===== config.mk =====
export PLATFORM = sky130hd
export DESIGN_NAME = playfair_cipher_encrypt_top
export DESIGN_NICKNAME = d
export VERILOG_FILES = /design/src/design/pfc_pkg.sv /design/src/design/pfc_front.sv /design/src/design/pfc_queue.sv /design/src/design/pfc_back.sv /design/src/design/playfair_cipher_encrypt_top.sv
export SDC_FILE = /design/constraint.sdc
export NUM_CORES = 1
export LEC_CHECK = 0
export BUFFER_PORTS_ARGS = -buffer_cell sky130_fd_sc_hd__buf_2
export CORE_AREA = 2 2 188 190
export DETAILED_ROUTE_END_ITERATION = 10
export DIE_AREA = 0 0 190 192
export PLACE_DENSITY = 0.82
export REMOVE_ABC_BUFFERS = 1
export SYNTH_ARGS = -nofsm -noshare
export SYNTH_HDL_FRONTEND = slang
export SYNTH_SLANG_ARGS = --single-unit

===== constraint.sdc =====
create_clock -name clock -period 15.4 [get_ports clock]
set_input_delay 2.31 -clock clock [delete_from_list [all_inputs] [get_ports clock]]
set_output_delay 2.31 -clock clock [all_outputs]
set_load 0.05 [all_outputs]

===== src/design/pfc_pkg.sv =====
package pfc_pkg;

   // Letter codes that the cipher treats specially.
   localparam logic [4:0] LETTER_X = 5'd23;
   localparam logic [4:0] LETTER_Q = 5'd16;
   localparam logic [4:0] LETTER_J = 5'd9;

   localparam int ALPHABET = 26;
   localparam int CELLS    = 25;
   localparam int SIDE     = 5;

   // Input item kinds.
   localparam logic [1:0] KIND_KEY_LETTER  = 2'd0;
   localparam logic [1:0] KIND_KEY_END     = 2'd1;
   localparam logic [1:0] KIND_TEXT_LETTER = 2'd2;
   localparam logic [1:0] KIND_TEXT_END    = 2'd3;

   // Commands passed from the front end to the back end.
   localparam logic [1:0] CMD_KEY_LETTER = 2'd0;
   localparam logic [1:0] CMD_KEY_END    = 2'd1;
   localparam logic [1:0] CMD_ERROR      = 2'd2;
   localparam logic [1:0] CMD_PAIR       = 2'd3;

   localparam int QUEUE_DEPTH = 2;

   typedef logic [4:0] letter_type;
   typedef logic [2:0] coord_type;

   typedef struct packed {
      logic [1:0] op;
      letter_type first;
      letter_type second;
   } cmd_type;

   // Row of a cell index; indices past the square wrap back into it.
   function automatic coord_type cell_row(input letter_type pos);
      letter_type p;
      coord_type  row;
      p = (pos >= 5'(CELLS)) ? pos - 5'(CELLS) : pos;
      if (p >= 5'(4 * SIDE)) begin
         row = 3'd4;
      end else if (p >= 5'(3 * SIDE)) begin
         row = 3'd3;
      end else if (p >= 5'(2 * SIDE)) begin
         row = 3'd2;
      end else if (p >= 5'(SIDE)) begin
         row = 3'd1;
      end else begin
         row = 3'd0;
      end
      return row;
   endfunction

   // Cell index from row and column, row * 5 + column.
   function automatic letter_type cell_index(input coord_type row, input coord_type col);
      return (5'(row) << 2) + 5'(row) + 5'(col);
   endfunction

   // Column of a cell index.
   function automatic coord_type cell_col(input letter_type pos);
      letter_type p;
      p = (pos >= 5'(CELLS)) ? pos - 5'(CELLS) : pos;
      return 3'(p - cell_index(cell_row(pos), 3'd0));
   endfunction

   // Next row or column, wrapping at the edge of the square.
   function automatic coord_type coord_next(input coord_type c);
      return (c == 3'(SIDE - 1)) ? 3'd0 : c + 3'd1;
   endfunction

endpackage


===== src/design/pfc_front.sv =====
module pfc_front (
   input  logic                clock,
   input  logic                reset,
   input  logic                req_valid,
   output logic                req_ready,
   input  logic [1:0]          req_kind,
   input  pfc_pkg::letter_type req_letter,
   output logic                q_push,
   output pfc_pkg::cmd_type    q_cmd,
   input  logic                q_full
);
   import pfc_pkg::*;

   logic       key_done_ff, key_done_in;
   logic       pending_valid_ff, pending_valid_in;
   letter_type pending_letter_ff, pending_letter_in;
   logic       accept;
   logic       bad_letter;
   logic       gen;

   // An item is taken whenever the queue has room for the command it may cause.
   assign req_ready = !q_full;
   assign accept    = req_valid && req_ready;
   assign bad_letter = (req_letter >= 5'(ALPHABET)) || (req_letter == LETTER_J);

   // Classify the item and track the open digraph.
   always_comb begin
      key_done_in       = key_done_ff;
      pending_valid_in  = pending_valid_ff;
      pending_letter_in = pending_letter_ff;
      gen               = 1'b0;
      q_cmd.op          = CMD_ERROR;
      q_cmd.first       = req_letter;
      q_cmd.second      = LETTER_X;
      unique case (req_kind)
         KIND_KEY_LETTER: begin
            if (!key_done_ff) begin
               gen      = 1'b1;
               q_cmd.op = bad_letter ? CMD_ERROR : CMD_KEY_LETTER;
            end
         end
         KIND_KEY_END: begin
            if (!key_done_ff) begin
               gen         = 1'b1;
               q_cmd.op    = CMD_KEY_END;
               key_done_in = 1'b1;
            end
         end
         KIND_TEXT_LETTER: begin
            if (!key_done_ff || bad_letter) begin
               gen = 1'b1;
            end else if (!pending_valid_ff) begin
               pending_valid_in  = 1'b1;
               pending_letter_in = req_letter;
            end else begin
               gen         = 1'b1;
               q_cmd.op    = CMD_PAIR;
               q_cmd.first = pending_letter_ff;
               if (pending_letter_ff != req_letter) begin
                  q_cmd.second      = req_letter;
                  pending_valid_in  = 1'b0;
                  pending_letter_in = '0;
               end else begin
                  // A doubled letter is split; the second copy stays open.
                  q_cmd.second = (req_letter == LETTER_X) ? LETTER_Q : LETTER_X;
               end
            end
         end
         KIND_TEXT_END: begin
            if (!key_done_ff) begin
               gen = 1'b1;
            end else if (pending_valid_ff) begin
               gen               = 1'b1;
               q_cmd.op          = CMD_PAIR;
               q_cmd.first       = pending_letter_ff;
               q_cmd.second      = LETTER_X;
               pending_valid_in  = 1'b0;
               pending_letter_in = '0;
            end
         end
         default: begin
            gen = 1'b0;
         end
      endcase
   end

   assign q_push = accept && gen;

   // State moves only when an item is taken.
   always_ff @(posedge clock) begin
      if (reset) begin
         key_done_ff       <= 1'b0;
         pending_valid_ff  <= 1'b0;
         pending_letter_ff <= '0;
      end else if (accept) begin
         key_done_ff       <= key_done_in;
         pending_valid_ff  <= pending_valid_in;
         pending_letter_ff <= pending_letter_in;
      end
   end

endmodule


===== src/design/pfc_queue.sv =====
module pfc_queue (
   input  logic             clock,
   input  logic             reset,
   input  logic             push,
   input  pfc_pkg::cmd_type push_cmd,
   output logic             full,
   input  logic             pop,
   output logic             head_valid,
   output pfc_pkg::cmd_type head_cmd
);
   import pfc_pkg::*;

   localparam int PTR_W = (QUEUE_DEPTH > 1) ? $clog2(QUEUE_DEPTH) : 1;
   localparam int CNT_W = $clog2(QUEUE_DEPTH + 1);

   cmd_type              entry_ff [QUEUE_DEPTH];
   logic [PTR_W-1:0]     wr_ptr_ff, wr_ptr_in;
   logic [PTR_W-1:0]     rd_ptr_ff, rd_ptr_in;
   logic [CNT_W-1:0]     count_ff, count_in;
   logic                 do_push, do_pop;

   assign full       = (count_ff == CNT_W'(QUEUE_DEPTH));
   assign head_valid = (count_ff != '0);
   assign head_cmd   = entry_ff[rd_ptr_ff];
   assign do_push    = push && !full;
   assign do_pop     = pop && head_valid;

   // Pointer and fill count update.
   always_comb begin
      wr_ptr_in = wr_ptr_ff;
      rd_ptr_in = rd_ptr_ff;
      count_in  = count_ff;
      if (do_push) begin
         wr_ptr_in = (wr_ptr_ff == PTR_W'(QUEUE_DEPTH - 1)) ? '0 : wr_ptr_ff + 1'b1;
      end
      if (do_pop) begin
         rd_ptr_in = (rd_ptr_ff == PTR_W'(QUEUE_DEPTH - 1)) ? '0 : rd_ptr_ff + 1'b1;
      end
      if (do_push && !do_pop) begin
         count_in = count_ff + 1'b1;
      end else if (do_pop && !do_push) begin
         count_in = count_ff - 1'b1;
      end
   end

   always_ff @(posedge clock) begin
      if (reset) begin
         wr_ptr_ff <= '0;
         rd_ptr_ff <= '0;
         count_ff  <= '0;
      end else begin
         wr_ptr_ff <= wr_ptr_in;
         rd_ptr_ff <= rd_ptr_in;
         count_ff  <= count_in;
      end
   end

   // Entry storage.
   always_ff @(posedge clock) begin
      if (do_push) begin
         entry_ff[wr_ptr_ff] <= push_cmd;
      end
   end

endmodule


===== src/design/pfc_back.sv =====
module pfc_back (
   input  logic                clock,
   input  logic                reset,
   input  logic                q_valid,
   input  pfc_pkg::cmd_type    q_cmd,
   output logic                q_pop,
   output logic                rsp_valid,
   input  logic                rsp_ready,
   output pfc_pkg::letter_type rsp_out_letter,
   output logic                rsp_last,
   output logic                rsp_error
);
   import pfc_pkg::*;

   localparam logic [2:0] ST_IDLE   = 3'd0;
   localparam logic [2:0] ST_FILL   = 3'd1;
   localparam logic [2:0] ST_LOOKUP = 3'd2;
   localparam logic [2:0] ST_FIRST  = 3'd3;
   localparam logic [2:0] ST_SECOND = 3'd4;

   logic [2:0]            state_ff, state_in;
   logic [ALPHABET-1:0]   used_ff, used_in;
   letter_type            fill_ff, fill_in;
   letter_type            scan_ff, scan_in;
   logic                  rsp_valid_ff, rsp_valid_in;
   letter_type            rsp_out_letter_ff;
   logic                  rsp_last_ff, rsp_error_ff;

   letter_type            square_mem [CELLS];
   letter_type            pos_mem [ALPHABET];
   letter_type            pa_ff, pb_ff;
   letter_type            la_ff, lb_ff;

   logic                  out_free;
   logic                  place_en;
   letter_type            place_letter;
   logic                  load_pos, load_sq;
   logic                  load_out;
   letter_type            load_letter;
   logic                  load_last, load_error;
   coord_type             ra, ca, rb, cb;
   letter_type            idx_a, idx_b;

   assign out_free = !rsp_valid_ff || rsp_ready;
   assign q_pop    = (state_ff == ST_IDLE) && q_valid && out_free;
   assign load_pos = q_pop && (q_cmd.op == CMD_PAIR);
   assign load_sq  = (state_ff == ST_LOOKUP);

   // Digraph rule on the two looked-up positions.
   always_comb begin
      ra = cell_row(pa_ff);
      ca = cell_col(pa_ff);
      rb = cell_row(pb_ff);
      cb = cell_col(pb_ff);
      if (ra == rb) begin
         ca = coord_next(cell_col(pa_ff));
         cb = coord_next(cell_col(pb_ff));
      end else if (ca == cb) begin
         ra = coord_next(cell_row(pa_ff));
         rb = coord_next(cell_row(pb_ff));
      end else begin
         ca = cell_col(pb_ff);
         cb = cell_col(pa_ff);
      end
      idx_a = cell_index(ra, ca);
      idx_b = cell_index(rb, cb);
   end

   // Sequencer: key placement, key-end fill walk, error output and digraph output.
   always_comb begin
      state_in     = state_ff;
      used_in      = used_ff;
      fill_in      = fill_ff;
      scan_in      = scan_ff;
      place_en     = 1'b0;
      place_letter = q_cmd.first;
      load_out     = 1'b0;
      load_letter  = '0;
      load_last    = 1'b1;
      load_error   = 1'b0;
      unique case (state_ff)
         ST_IDLE: begin
            if (q_pop) begin
               unique case (q_cmd.op)
                  CMD_KEY_LETTER: begin
                     place_en = !used_ff[q_cmd.first] && (fill_ff < 5'(CELLS));
                  end
                  CMD_KEY_END: begin
                     scan_in  = '0;
                     state_in = ST_FILL;
                  end
                  CMD_ERROR: begin
                     load_out   = 1'b1;
                     load_error = 1'b1;
                  end
                  CMD_PAIR: begin
                     state_in = ST_LOOKUP;
                  end
                  default: begin
                     state_in = ST_IDLE;
                  end
               endcase
            end
         end
         ST_FILL: begin
            place_letter = scan_ff;
            place_en     = (scan_ff != LETTER_J) && !used_ff[scan_ff]
                           && (fill_ff < 5'(CELLS));
            scan_in      = scan_ff + 5'd1;
            if (scan_ff == 5'(ALPHABET - 1)) begin
               state_in = ST_IDLE;
            end
         end
         ST_LOOKUP: begin
            state_in = ST_FIRST;
         end
         ST_FIRST: begin
            if (out_free) begin
               load_out    = 1'b1;
               load_letter = la_ff;
               load_last   = 1'b0;
               state_in    = ST_SECOND;
            end
         end
         ST_SECOND: begin
            if (out_free) begin
               load_out    = 1'b1;
               load_letter = lb_ff;
               state_in    = ST_IDLE;
            end
         end
         default: begin
            state_in = ST_IDLE;
         end
      endcase
      if (place_en) begin
         used_in[place_letter] = 1'b1;
         fill_in               = fill_ff + 5'd1;
      end
      rsp_valid_in = load_out || (rsp_valid_ff && !rsp_ready);
   end

   always_ff @(posedge clock) begin
      if (reset) begin
         state_ff     <= ST_IDLE;
         used_ff      <= '0;
         fill_ff      <= '0;
         scan_ff      <= '0;
         rsp_valid_ff <= 1'b0;
      end else begin
         state_ff     <= state_in;
         used_ff      <= used_in;
         fill_ff      <= fill_in;
         scan_ff      <= scan_in;
         rsp_valid_ff <= rsp_valid_in;
      end
   end

   // Output register payload.
   always_ff @(posedge clock) begin
      if (load_out) begin
         rsp_out_letter_ff <= load_letter;
         rsp_last_ff       <= load_last;
         rsp_error_ff      <= load_error;
      end
   end

   // Square and position stores, with registered reads.
   always_ff @(posedge clock) begin
      if (place_en) begin
         square_mem[fill_ff]    <= place_letter;
         pos_mem[place_letter]  <= fill_ff;
      end
      if (load_pos) begin
         pa_ff <= pos_mem[q_cmd.first];
         pb_ff <= pos_mem[q_cmd.second];
      end
      if (load_sq) begin
         la_ff <= square_mem[idx_a];
         lb_ff <= square_mem[idx_b];
      end
   end

   assign rsp_valid      = rsp_valid_ff;
   assign rsp_out_letter = rsp_out_letter_ff;
   assign rsp_last       = rsp_last_ff;
   assign rsp_error      = rsp_error_ff;

endmodule


===== src/design/playfair_cipher_encrypt_top.sv =====
// Playfair encryption engine. An item that completes a digraph gives its first result
// after the queue, the back end's position lookup, square read and output register;
// the second follows once the output register is free again.
// A key end starts a walk over the alphabet in the back end; the front end keeps
// taking items while its two-entry queue has room.
// Reset is synchronous: it clears control state and the used-letter flags only.
module playfair_cipher_encrypt_top (
   input  logic                clock,
   input  logic                reset,
   input  logic                req_valid,
   output logic                req_ready,
   input  logic [1:0]          req_kind,
   input  pfc_pkg::letter_type req_letter,
   output logic                rsp_valid,
   input  logic                rsp_ready,
   output pfc_pkg::letter_type rsp_out_letter,
   output logic                rsp_last,
   output logic                rsp_error
);
   import pfc_pkg::*;

   logic    q_push, q_full, q_pop, q_valid;
   cmd_type push_cmd, head_cmd;

   pfc_front u_front (
      .clock      (clock),
      .reset      (reset),
      .req_valid  (req_valid),
      .req_ready  (req_ready),
      .req_kind   (req_kind),
      .req_letter (req_letter),
      .q_push     (q_push),
      .q_cmd      (push_cmd),
      .q_full     (q_full)
   );

   pfc_queue u_queue (
      .clock      (clock),
      .reset      (reset),
      .push       (q_push),
      .push_cmd   (push_cmd),
      .full       (q_full),
      .pop        (q_pop),
      .head_valid (q_valid),
      .head_cmd   (head_cmd)
   );

   pfc_back u_back (
      .clock          (clock),
      .reset          (reset),
      .q_valid        (q_valid),
      .q_cmd          (head_cmd),
      .q_pop          (q_pop),
      .rsp_valid      (rsp_valid),
      .rsp_ready      (rsp_ready),
      .rsp_out_letter (rsp_out_letter),
      .rsp_last       (rsp_last),
      .rsp_error      (rsp_error)
   );

   // An error item is a single result carrying letter code zero.
   assert property (@(posedge clock) disable iff (reset)
      rsp_valid && rsp_error |-> rsp_last && (rsp_out_letter == '0))
      else $error("error item is not a lone zero result");

   // The square never holds J, so no ciphertext letter can be J.
   assert property (@(posedge clock) disable iff (reset)
      rsp_valid && !rsp_error |-> (rsp_out_letter != LETTER_J)
                                  && (rsp_out_letter < 5'(ALPHABET)))
      else $error("ciphertext letter outside the square");

   // The second letter of a digraph follows straight after the first is taken.
   assert property (@(posedge clock) disable iff (reset)
      rsp_valid && rsp_ready && !rsp_last |=> rsp_valid && rsp_last)
      else $error("second digraph letter missing");

endmodule

==> results of run 1 <==
-- per-stage QoR --
step / instance area [sq um] / hold WS [ns] / std cells / setup WS, ns / util (%)
floorplan: 18400 / 0.440 / 1364 / 8.66 / -
detailed placement: 19400 / 0.464 / 1866 / 8.06 / 56.5
global route: 20600 / 0.507 / 1934 / 7.42 / 60.0
CTS: 20600 / 0.480 / 1934 / 8.00 / 60.0
global placement: 19400 / 0.455 / 1866 / 8.37 / 56.5
finish: 20600 / 0.480 / 1934 / 7.92 / 60.0
-- flip-flops by register name, summed over array words and instances (netlist names), named ones only --
name                       flops
u_front.pending_valid_ff       1
u_front.pending_letter_ff      5
u_back.rsp_error               1
u_back.rsp_last                1
u_back.scan_ff                 5
u_back.square_mem            125
u_back.lb_ff                   5
u_queue.wr_ptr_ff              1
u_back.used_ff                26
u_back.pa_ff                   5
u_back.rsp_valid               1
u_queue.rd_ptr_ff              1
u_back.fill_ff                 5
u_back.la_ff                   5
u_back.rsp_out_letter          5
u_queue.entry_ff              24
u_queue.count_ff               2
u_back.pos_mem               130
u_back.pb_ff                   5
u_back.state_ff                3
u_front.key_done_ff            1
-- synth_stat cells (all sizes together), types with 8 or more instances --
cell,number
nor3,38
nand2b,13
and3,32
nor2b,12
xnor2,11
mux2,19
a311oi,26
buf,36
nand2,200
ha,29
nor4,13
a21oi,53
o31ai,16
mux4,108
or3,13
edfxtp,306
dfxtp,52
a31oi,15
o21ai,22
nor2,81
o311ai,11
mux2i,48
clkbuf,59
inv,45
o21ba,15
a22oi,10
a21o,14
nand3,44
a211oi,8
o21a,8
o211ai,12
xor2,13
-- cell usage in the layout, fill, tap and decap left out, drive strengths merged, types with 5 or more instances in the layout --
| master | n |
|---|---|
| nor2 | 81 |
| nor3b | 7 |
| o31ai | 16 |
| a211oi | 8 |
| a21oi | 53 |
| and3 | 32 |
| a31oi | 15 |
| nand4 | 5 |
| buf | 47 |
| a22oi | 10 |
| mux2i | 48 |
| xor2 | 13 |
| or3 | 13 |
| or2 | 6 |
| fa | 6 |
| mux2 | 19 |
| a21o | 14 |
| o211ai | 12 |
| mux4 | 108 |
| o311ai | 11 |
| clkinv | 13 |
| nor3 | 38 |
| nor4 | 13 |
| o21a | 8 |
| a311oi | 26 |
| inv | 47 |
| o32ai | 7 |
| o21ai | 22 |
| clkbuf | 49 |
| nand2 | 200 |
| xnor2 | 11 |
| edfxtp | 306 |
| nand3 | 44 |
| nand2b | 13 |
| ha | 29 |
| nand3b | 7 |
| nor2b | 12 |
| o21ba | 15 |
| dfxtp | 52 |
| and2 | 7 |
-- worst max-delay path, delay by kind of cell (launching register included) --
kind | cells | cell delay, ns
compound gates | 5 | 0.99
mux | 1 | 0.45
simple gates | 3 | 1.16
fa+ha+maj | 5 | 1.86
buf+inv | 2 | 0.28
flops | 1 | 0.52
xor+xnor | 4 | 1.92
-- cell families after synthesis --
logic type,share of synthesized area (%)
AOI/OAI and AO/OA,9.25
xor gates and xnor gates,1.41
adders and majority gates,2.57
buffers and inverters,3.10
DFF,54.4
muxes,16.6
and+or+nand+nor,12.7
-- layer usage --
| metal | up-vias | GRT usage (%) | share of wire, % |
|---|---|---|---|
| met5 | - | 0 | 0 |
| met1 | 6459 | 34.0 | 37 |
| met4 | 0 | 10.5 | 3.3 |
| met2 | 922 | 42.2 | 48 |
| li1 | 5612 | - | - |
| met3 | 139 | 5.37 | 11 |
-- layout make-up --
| class | instances | area (sq um) | share of cell area, % |
|---|---|---|---|
| tap | 455 | 569 | 2.77 |
| multi-input combinational | 960 | 8080 | 39.3 |
| sequential | 358 | 10200 | 49.7 |
| clock inverter | 19 | 183 | 0.888 |
| timing repair buffer | 47 | 305 | 1.48 |
| inverter | 46 | 173 | 0.839 |
| clock buffer | 49 | 1030 | 5.02 |
-- final timing paths --
kind | start | end | slack (ns) | cells past startpoint
worst min-delay path | u_front.pending_letter_ff[2]$_SDFFE_PP0P_ | u_front.pending_letter_ff[2]$_SDFFE_PP0P_ | 0.48 | 2
worst min register to register | u_front.pending_letter_ff[2]$_SDFFE_PP0P_ | u_front.pending_letter_ff[2]$_SDFFE_PP0P_ | 0.48 | 2
worst max register to register | u_back.pa_ff[1]$_DFFE_PP_ | u_back.lb_ff[0]$_DFFE_PP_ | 7.92 | 20
worst max-delay path | u_back.pa_ff[1]$_DFFE_PP_ | u_back.lb_ff[0]$_DFFE_PP_ | 7.92 | 20
==> run metrics, run 1 <==
outcome complete, no violations; Synth cell types a little under 80; Slew HR around 11%; DRT Wirelength between 40 and 50 mm; Final #Nets between 1000 and 1500; EDFF count, synth 306; antenna cells 0; DR iter-0 viols 1723; final setup skew approximately 0.019 ns; final setup TNS 0 ns; CTS buffer count 37; initial core utilization between 50% and 60%; area share of the largest cell type after synthesis 48.8%; clk root buf clkbuf_16; CP endpoint kind flop; max_cap viols 0; initial antenna violation count 0; floorplan row count between 60 and 70; Skew-Pair Late Insertion Delay between 0.5 and 0.6 ns; Post-CTS Setup Inserts 0; final hold vios 0; largest net degree at the start of global routing 70; WP data required ~16 ns; FMAX ~130 MHz; Seq cells post-synth approximately 360; RSZ-0062 raised after global routing false; cts hold-fix bufs 0; Die Wd between 150 and 200 um; sequential element share of the synthesized area 54.4%; critical path's slowest cell xnor2_1; final setup violation count 0; async set or reset register ratio after synthesis 0%; post-synthesis cell count between 1000 and 1500; Cell Area, Synth 0.0188 sq mm; layout cell share with drive strength beyond 1 between 10% and 20%; vias post-DR ~13000; largest area contributor in the netlist edfxtp_1; Fillers between 2000 and 2500; post_cts resized 0; TritonCTS Sinks about 360; first-pass GRT wire length 72.6 mm; worst path cell trace inv_1 > ha_1 > nor3_2 > or3_4 > a22o_1 > a32oi_1 > inv_1 > ha_1 > fa_1 > xnor2_2 > xnor3_2 > nor3_2 > xnor2_1 > o22a_1 > fa_1 > fa_1 > xnor2_1 > mux4_2 > o31ai_1 > o311ai_1; max incr delay on CP between 1 and 1.5 ns; routed wire length per instance approximately 24 um; total global routing track utilization between 20% and 30%; Via density between 6 and 7; Worst-Margin Slew 1.32 ns; critical path type reg2reg; Reg clk slew, reported paths approximately 0.06 ns; WP data arrival ~7.7 ns; synth warn 0; top_reg_cell synth edfxtp_1; Area contributors post-synth edfxtp_1 (49%), mux4_2 (13%), dfxtp_1 (5.5%); post-route ant nets 0; TritonCTS clock tree built; post-synthesis average cell area 12.9 sq um; Port Buffers 19; CTS Buffer Depth 3; routability-driven placement congestion ratio a little under 0.9; Setup crit start kind flop; core region area 0.0343 sq mm; I/O Pins 20; Tmin final about 7.5 ns; Worst Hold Class reg2reg; final worst path period share between 40% and 50%; die area 0.0365 sq mm; Critical Path Fanout Max 15; post-detail-place hpwl 30.2 mm; final slew viol count 0; H-tree depth 2; DIE HEIGHT between 150 and 200 um; Top cell by count, worst path fa_1; vias in the first global route between 10000 and 15000; P&R area growth vs syn 9.34%; DR pass1 iterations 7; GR Overflow Total 0; DRC 0
Power of run 1 is not shown: default switching activity piles up to over one toggle a cycle in this logic, so the estimate is an artifact.
==> inputs of run 2 (changes only) <==
==> constraint.sdc (replaced) <==
create_clock -name clock -period 7.1 [get_ports clock]
set_input_delay 1.065 -clock clock [delete_from_list [all_inputs] [get_ports clock]]
set_output_delay 1.065 -clock clock [all_outputs]
set_load 0.05 [all_outputs]
==> run metrics, run 2 (same netlist as run 1, synthesis figures left out) <==
P&R area growth vs syn 10.6%; routability-driven placement congestion ratio roughly 0.90; floorplan row count 68; outcome complete, no violations; Final #Nets 1506; final setup violation count 0; core region area 0.0343 sq mm; cts hold-fix bufs 0; vias in the first global route around 13000; max incr delay on CP 0.60 ns; final worst path period share between 90% and 100%; final slew viol count 0; Reg clk slew, reported paths 0.06 ns; Setup crit start kind flop; die area 0.0365 sq mm; CP endpoint kind flop; worst hold slack around 0.48 ns; TritonCTS Sinks 358; initial core utilization roughly 55%; commonest non-fill, non-tap cell in the layout edfxtp_1; CTS Buffer Depth 3; max_cap viols 0; H-tree depth 2; FMAX 149 MHz; GR Overflow Total 0; I/O Pins 20; Fillers 2440; final hold vios 0; largest net degree at the start of global routing 64; Port Buffers 19; top flop regs u_back.pos_mem x130, u_back.square_mem x125, u_back.used_ff x26; layout cell share with drive strength beyond 1 between 10% and 20%; post-detail-place hpwl slightly above 30 mm; post-route ant nets 0; Skew-Pair Late Insertion Delay 0.54 ns; Die Wd 190 um; final setup TNS 0 ns; DRT Wirelength about 47 mm; initial antenna violation count 0; critical path type reg2reg; DRC 0; max reg flops 130; most frequent cells in the layout edfxtp_1 (306), nand2_1 (200), mux4_2 (108); routed wire length per instance about 24 um; Biggest register u_back.pos_mem; Critical Path Fanout Max 12; vias post-DR about 13000; CTS buffer count 37; total global routing track utilization between 20% and 30%; antenna cells 0; final setup skew 0.0205 ns; Tmin final between 6 and 7 ns; DR pass1 iterations 8; Worst Hold Class reg2reg; Worst-Margin Slew between 1 and 1.5 ns; TritonCTS clock tree built; first-pass GRT wire length approximately 73 mm; worst path cell trace inv_1 > ha_1 > and2_1 > o221ai_1 > a22o_1 > a32oi_1 > inv_1 > ha_1 > fa_1 > xnor2_2 > xnor3_2 > nor3_4 > xnor2_1 > o22a_1 > fa_1 > inv_1 > ha_1 > a21o_1 > a21oi_1 > or2_2 > a22oi_1 > or3_4 > o311ai_1; critical path's slowest cell fa_1; DR iter-0 viols 1706; DIE HEIGHT approximately 190 um; WP data required about 7.5 ns; Via density ~6.8; WP data arrival 7.07 ns; Slew HR between 10% and 20%; clk root buf clkbuf_16
run 2: cell count changes in the layout (fill, tap and decap cells not counted), sizes merged:
cell and change:
clkbuf +2, bufinv +4, inv -1, buf +10, clkinvlp +2, clkinv -7
run 2: worst paths after layout:
kind / to / depth (start not counted) / slack [ns] / from
hold / removal: u_front.pending_letter_ff[4]$_SDFFE_PP0P_ / 2 / 0.48 / u_front.pending_letter_ff[4]$_SDFFE_PP0P_
setup reg to reg: u_back.lb_ff[4]$_DFFE_PP_ / 23 / 0.38 / u_back.pa_ff[0]$_DFFE_PP_
hold reg to reg: u_front.pending_letter_ff[4]$_SDFFE_PP0P_ / 2 / 0.48 / u_front.pending_letter_ff[4]$_SDFFE_PP0P_
setup / recovery: u_back.lb_ff[4]$_DFFE_PP_ / 23 / 0.38 / u_back.pa_ff[0]$_DFFE_PP_
run 2: per-layer routing:
metal | track usage, % | routed length, um | up-vias
met5 | 0 | 0 | -
met4 | 8.32 | 1400 | 0
met3 | 5.87 | 5420 | 129
met2 | 44.2 | 23000 | 917
met1 | 34.2 | 17200 | 6464
li1 | - | - | 5634
run 2: per-stage QoR:
stage          setup slack (ns)  instance area (sq um)  instances  util (%)
3_3_place_gp              0.570                  19400       1872      56.6
6_report                  0.383                  20800       1944      60.7
4_1_cts                   0.228                  20800       1940      60.5
3_5_place_dp              0.282                  19400       1872      56.6
5_1_grt               -0.000670                  20800       1944      60.7
2_1_floorplan             0.364                  18400       1364         -
run 2: cell type report:
cell class | instances | area, sq um | share of cell area [%]
Sequential cell | 358 | 10200 | 49.2
Multi-Input combinational cell | 960 | 8100 | 38.9
Clock buffer | 51 | 1080 | 5.20
Tap cell | 455 | 569 | 2.74
Timing Repair Buffer | 57 | 380 | 1.83
Clock inverter | 17 | 272 | 1.31
Inverter | 46 | 173 | 0.830
run 2: timing repair:
action	4_1_cts	5_1_grt
setup endpoints to repair	0	10
resized for setup	0	2
buffers inserted	0	4
run 2: critical path, delay by kind of cell (launching register included):
kind	cells	cell delay, ns
AOI/OAI and AO/OA	8	1.82
xor gates and xnor gates	3	0.88
adders and majority gates	5	1.84
buffers and inverters	3	0.26
DFF	1	0.57
and+or+nand+nor	4	1.14
Power of run 2 is left out for the same reason.
==> inputs of run 3 (changes only) <==
--- a/config.mk
+++ b/config.mk
@@ -9,7 +9,7 @@
 export CORE_AREA = 2 2 188 190
 export DETAILED_ROUTE_END_ITERATION = 10
 export DIE_AREA = 0 0 190 192
-export PLACE_DENSITY = 0.82
+export PLACE_DENSITY = 0.81
 export REMOVE_ABC_BUFFERS = 1
 export SYNTH_ARGS = -nofsm -noshare
 export SYNTH_HDL_FRONTEND = slang
==> run metrics, run 3 (same netlist as run 1, synthesis figures left out) <==
placed cells roughly 1900; initial antenna violation count 0; reg2reg path depth 23; Worst Hold Class reg2reg; worst min-delay path endpoint u_front.pending_letter_ff[0]$_SDFFE_PP0P_; first-pass GRT wire length approximately 74 mm; DRT Wirelength roughly 48 mm; Biggest register u_back.pos_mem; critical path type reg2reg; Port Buffers 19; clk root buf clkbuf_16; WP data required around 7.4 ns; r2r endpoint u_back.la_ff[1]$_DFFE_PP_; Hold Path Stages 2; most frequent cells in the layout edfxtp_1 (306), nand2_1 (200), mux4_2 (108); max reg flops 130; CTS Buffer Depth 3; R2R Path Start u_back.pa_ff[1]$_DFFE_PP_; Setup crit start kind flop; Worst-Margin Slew about 1.4 ns; DR pass1 iterations 7; Critical Path Fanout Max 8; fin area 0.0207 sq mm; initial core utilization between 50% and 60%; total global routing track utilization between 20% and 30%; final slew viol count 0; GR Overflow Total 0; I/O Pins 20; post-route ant nets 0; top flop regs u_back.pos_mem x130, u_back.square_mem x125, u_back.used_ff x26; final setup skew 0.0198 ns; final setup TNS 0 ns; post-detail-place hpwl 30.8 mm; antenna cells 0; DR iter-0 viols ~1700; CP endpoint kind flop; vias in the first global route 12900; H-tree depth 2; FMAX around 150 MHz; Final #Nets 1512; cts hold-fix bufs 0; routed wire length per instance ~24 um; Worst Min Path Start u_front.pending_letter_ff[0]$_SDFFE_PP0P_; final setup violation count 0; TritonCTS Sinks around 360; final hold vios 0; vias post-DR roughly 13000; DRC 0; Skew-Pair Late Insertion Delay between 0.5 and 0.6 ns; Tmin final 6.72 ns; commonest non-fill, non-tap cell in the layout edfxtp_1; floorplan row count between 60 and 70; routability-driven placement congestion ratio around 0.88; max_cap viols 0; largest net degree at the start of global routing 64; Die Wd 190 um; CTS buffer count 37; final std cells w/o fill a little under 2000; Fillers roughly 2400; Reg clk slew, reported paths approximately 0.060 ns; TritonCTS clock tree built; Cell Area, Placed between 0.015 and 0.02 sq mm; WP data arrival between 7 and 8 ns; reg2reg setup slack about 0.38 ns; Slew HR under 10%; die area 0.0365 sq mm; DIE HEIGHT around 190 um; final worst path period share 94.7%; Via density just under 7; layout cell share with drive strength beyond 1 between 10% and 20%; core region area ~0.034 sq mm; P&R area growth vs syn 10.2%; outcome complete, no violations
[run 3: changes by cell type in the layout (fill, tap and decap cells not counted), sizes merged]
cell      change
buf           +6
clkinv        +3
clkinvlp      -3
bufinv        -2
clkbuf        +2
[run 3: stage by stage]
stage,util (%),worst slack (ns),hold WS [ns]
floorplan,-,0.364,0.440
global placement,56.7,0.561,0.459
detailed placement,56.7,0.264,0.466
CTS,60.3,0.229,0.479
global route,60.5,-0.0384,0.510
finish,60.5,0.376,0.481
[run 3: how the worst max path moves through the flow]
stage / startpoint / end / slack [ns] / depth (start not counted)
after detailed placement: u_back.pa_ff[0]$_DFFE_PP_ / u_back.la_ff[4]$_DFFE_PP_ / 0.26 / 24
after floorplan: u_back.pa_ff[0]$_DFFE_PP_ / u_back.la_ff[0]$_DFFE_PP_ / 0.36 / 19
final: u_back.pa_ff[1]$_DFFE_PP_ / u_back.la_ff[1]$_DFFE_PP_ / 0.38 / 23
after global routing: u_back.pa_ff[1]$_DFFE_PP_ / u_back.lb_ff[2]$_DFFE_PP_ / -0.04 / 23
after global placement: u_back.pa_ff[0]$_DFFE_PP_ / u_back.la_ff[2]$_DFFE_PP_ / 0.56 / 20
after CTS: u_back.pa_ff[0]$_DFFE_PP_ / u_back.la_ff[4]$_DFFE_PP_ / 0.23 / 23
[run 3: routing by layer]
layer	up-vias	share of wire (%)	GRT usage, %
li1	5647	-	-
met1	6442	37	34.4
met2	905	48	42.9
met3	144	12	6.50
met4	0	3.4	10.2
met5	-	0	0
[run 3: timing repair]
| item | in CTS | in global routing |
|---|---|---|
| buffers inserted | 0 | 8 |
| setup endpoints to repair | 0 | 10 |
| resized for setup | 0 | 1 |
[run 3: layout make-up]
cell class | count | area (sq um) | share of cell area, %
well taps | 455 | 569 | 2.74
clock buffers | 53 | 1040 | 5.01
clock inverters | 15 | 201 | 0.971
flip-flops and latches | 358 | 10200 | 49.3
inverters | 46 | 173 | 0.832
multi-input cells | 960 | 8100 | 39.0
repair buffers | 63 | 438 | 2.11
[run 3: critical path, cell delays in order (launching register included)]
cell and delay (ns):
edfxtp_1 0.51, inv_1 0.15, ha_1 0.25, nor3_2 0.09, or3_4 0.39, a22o_1 0.20
a32oi_1 0.27, inv_1 0.10, ha_1 0.21, fa_1 0.42, xnor2_2 0.30, xnor3_2 0.41
nor3_4 0.34, xor2_1 0.21, a21oi_1 0.12, fa_1 0.62, inv_1 0.06, ha_1 0.29
a21o_1 0.18, a21oi_1 0.24, or2_2 0.17, a22oi_1 0.16, or3_4 0.47, o311ai_1 0.33
Power of run 3 is left out for the same reason.
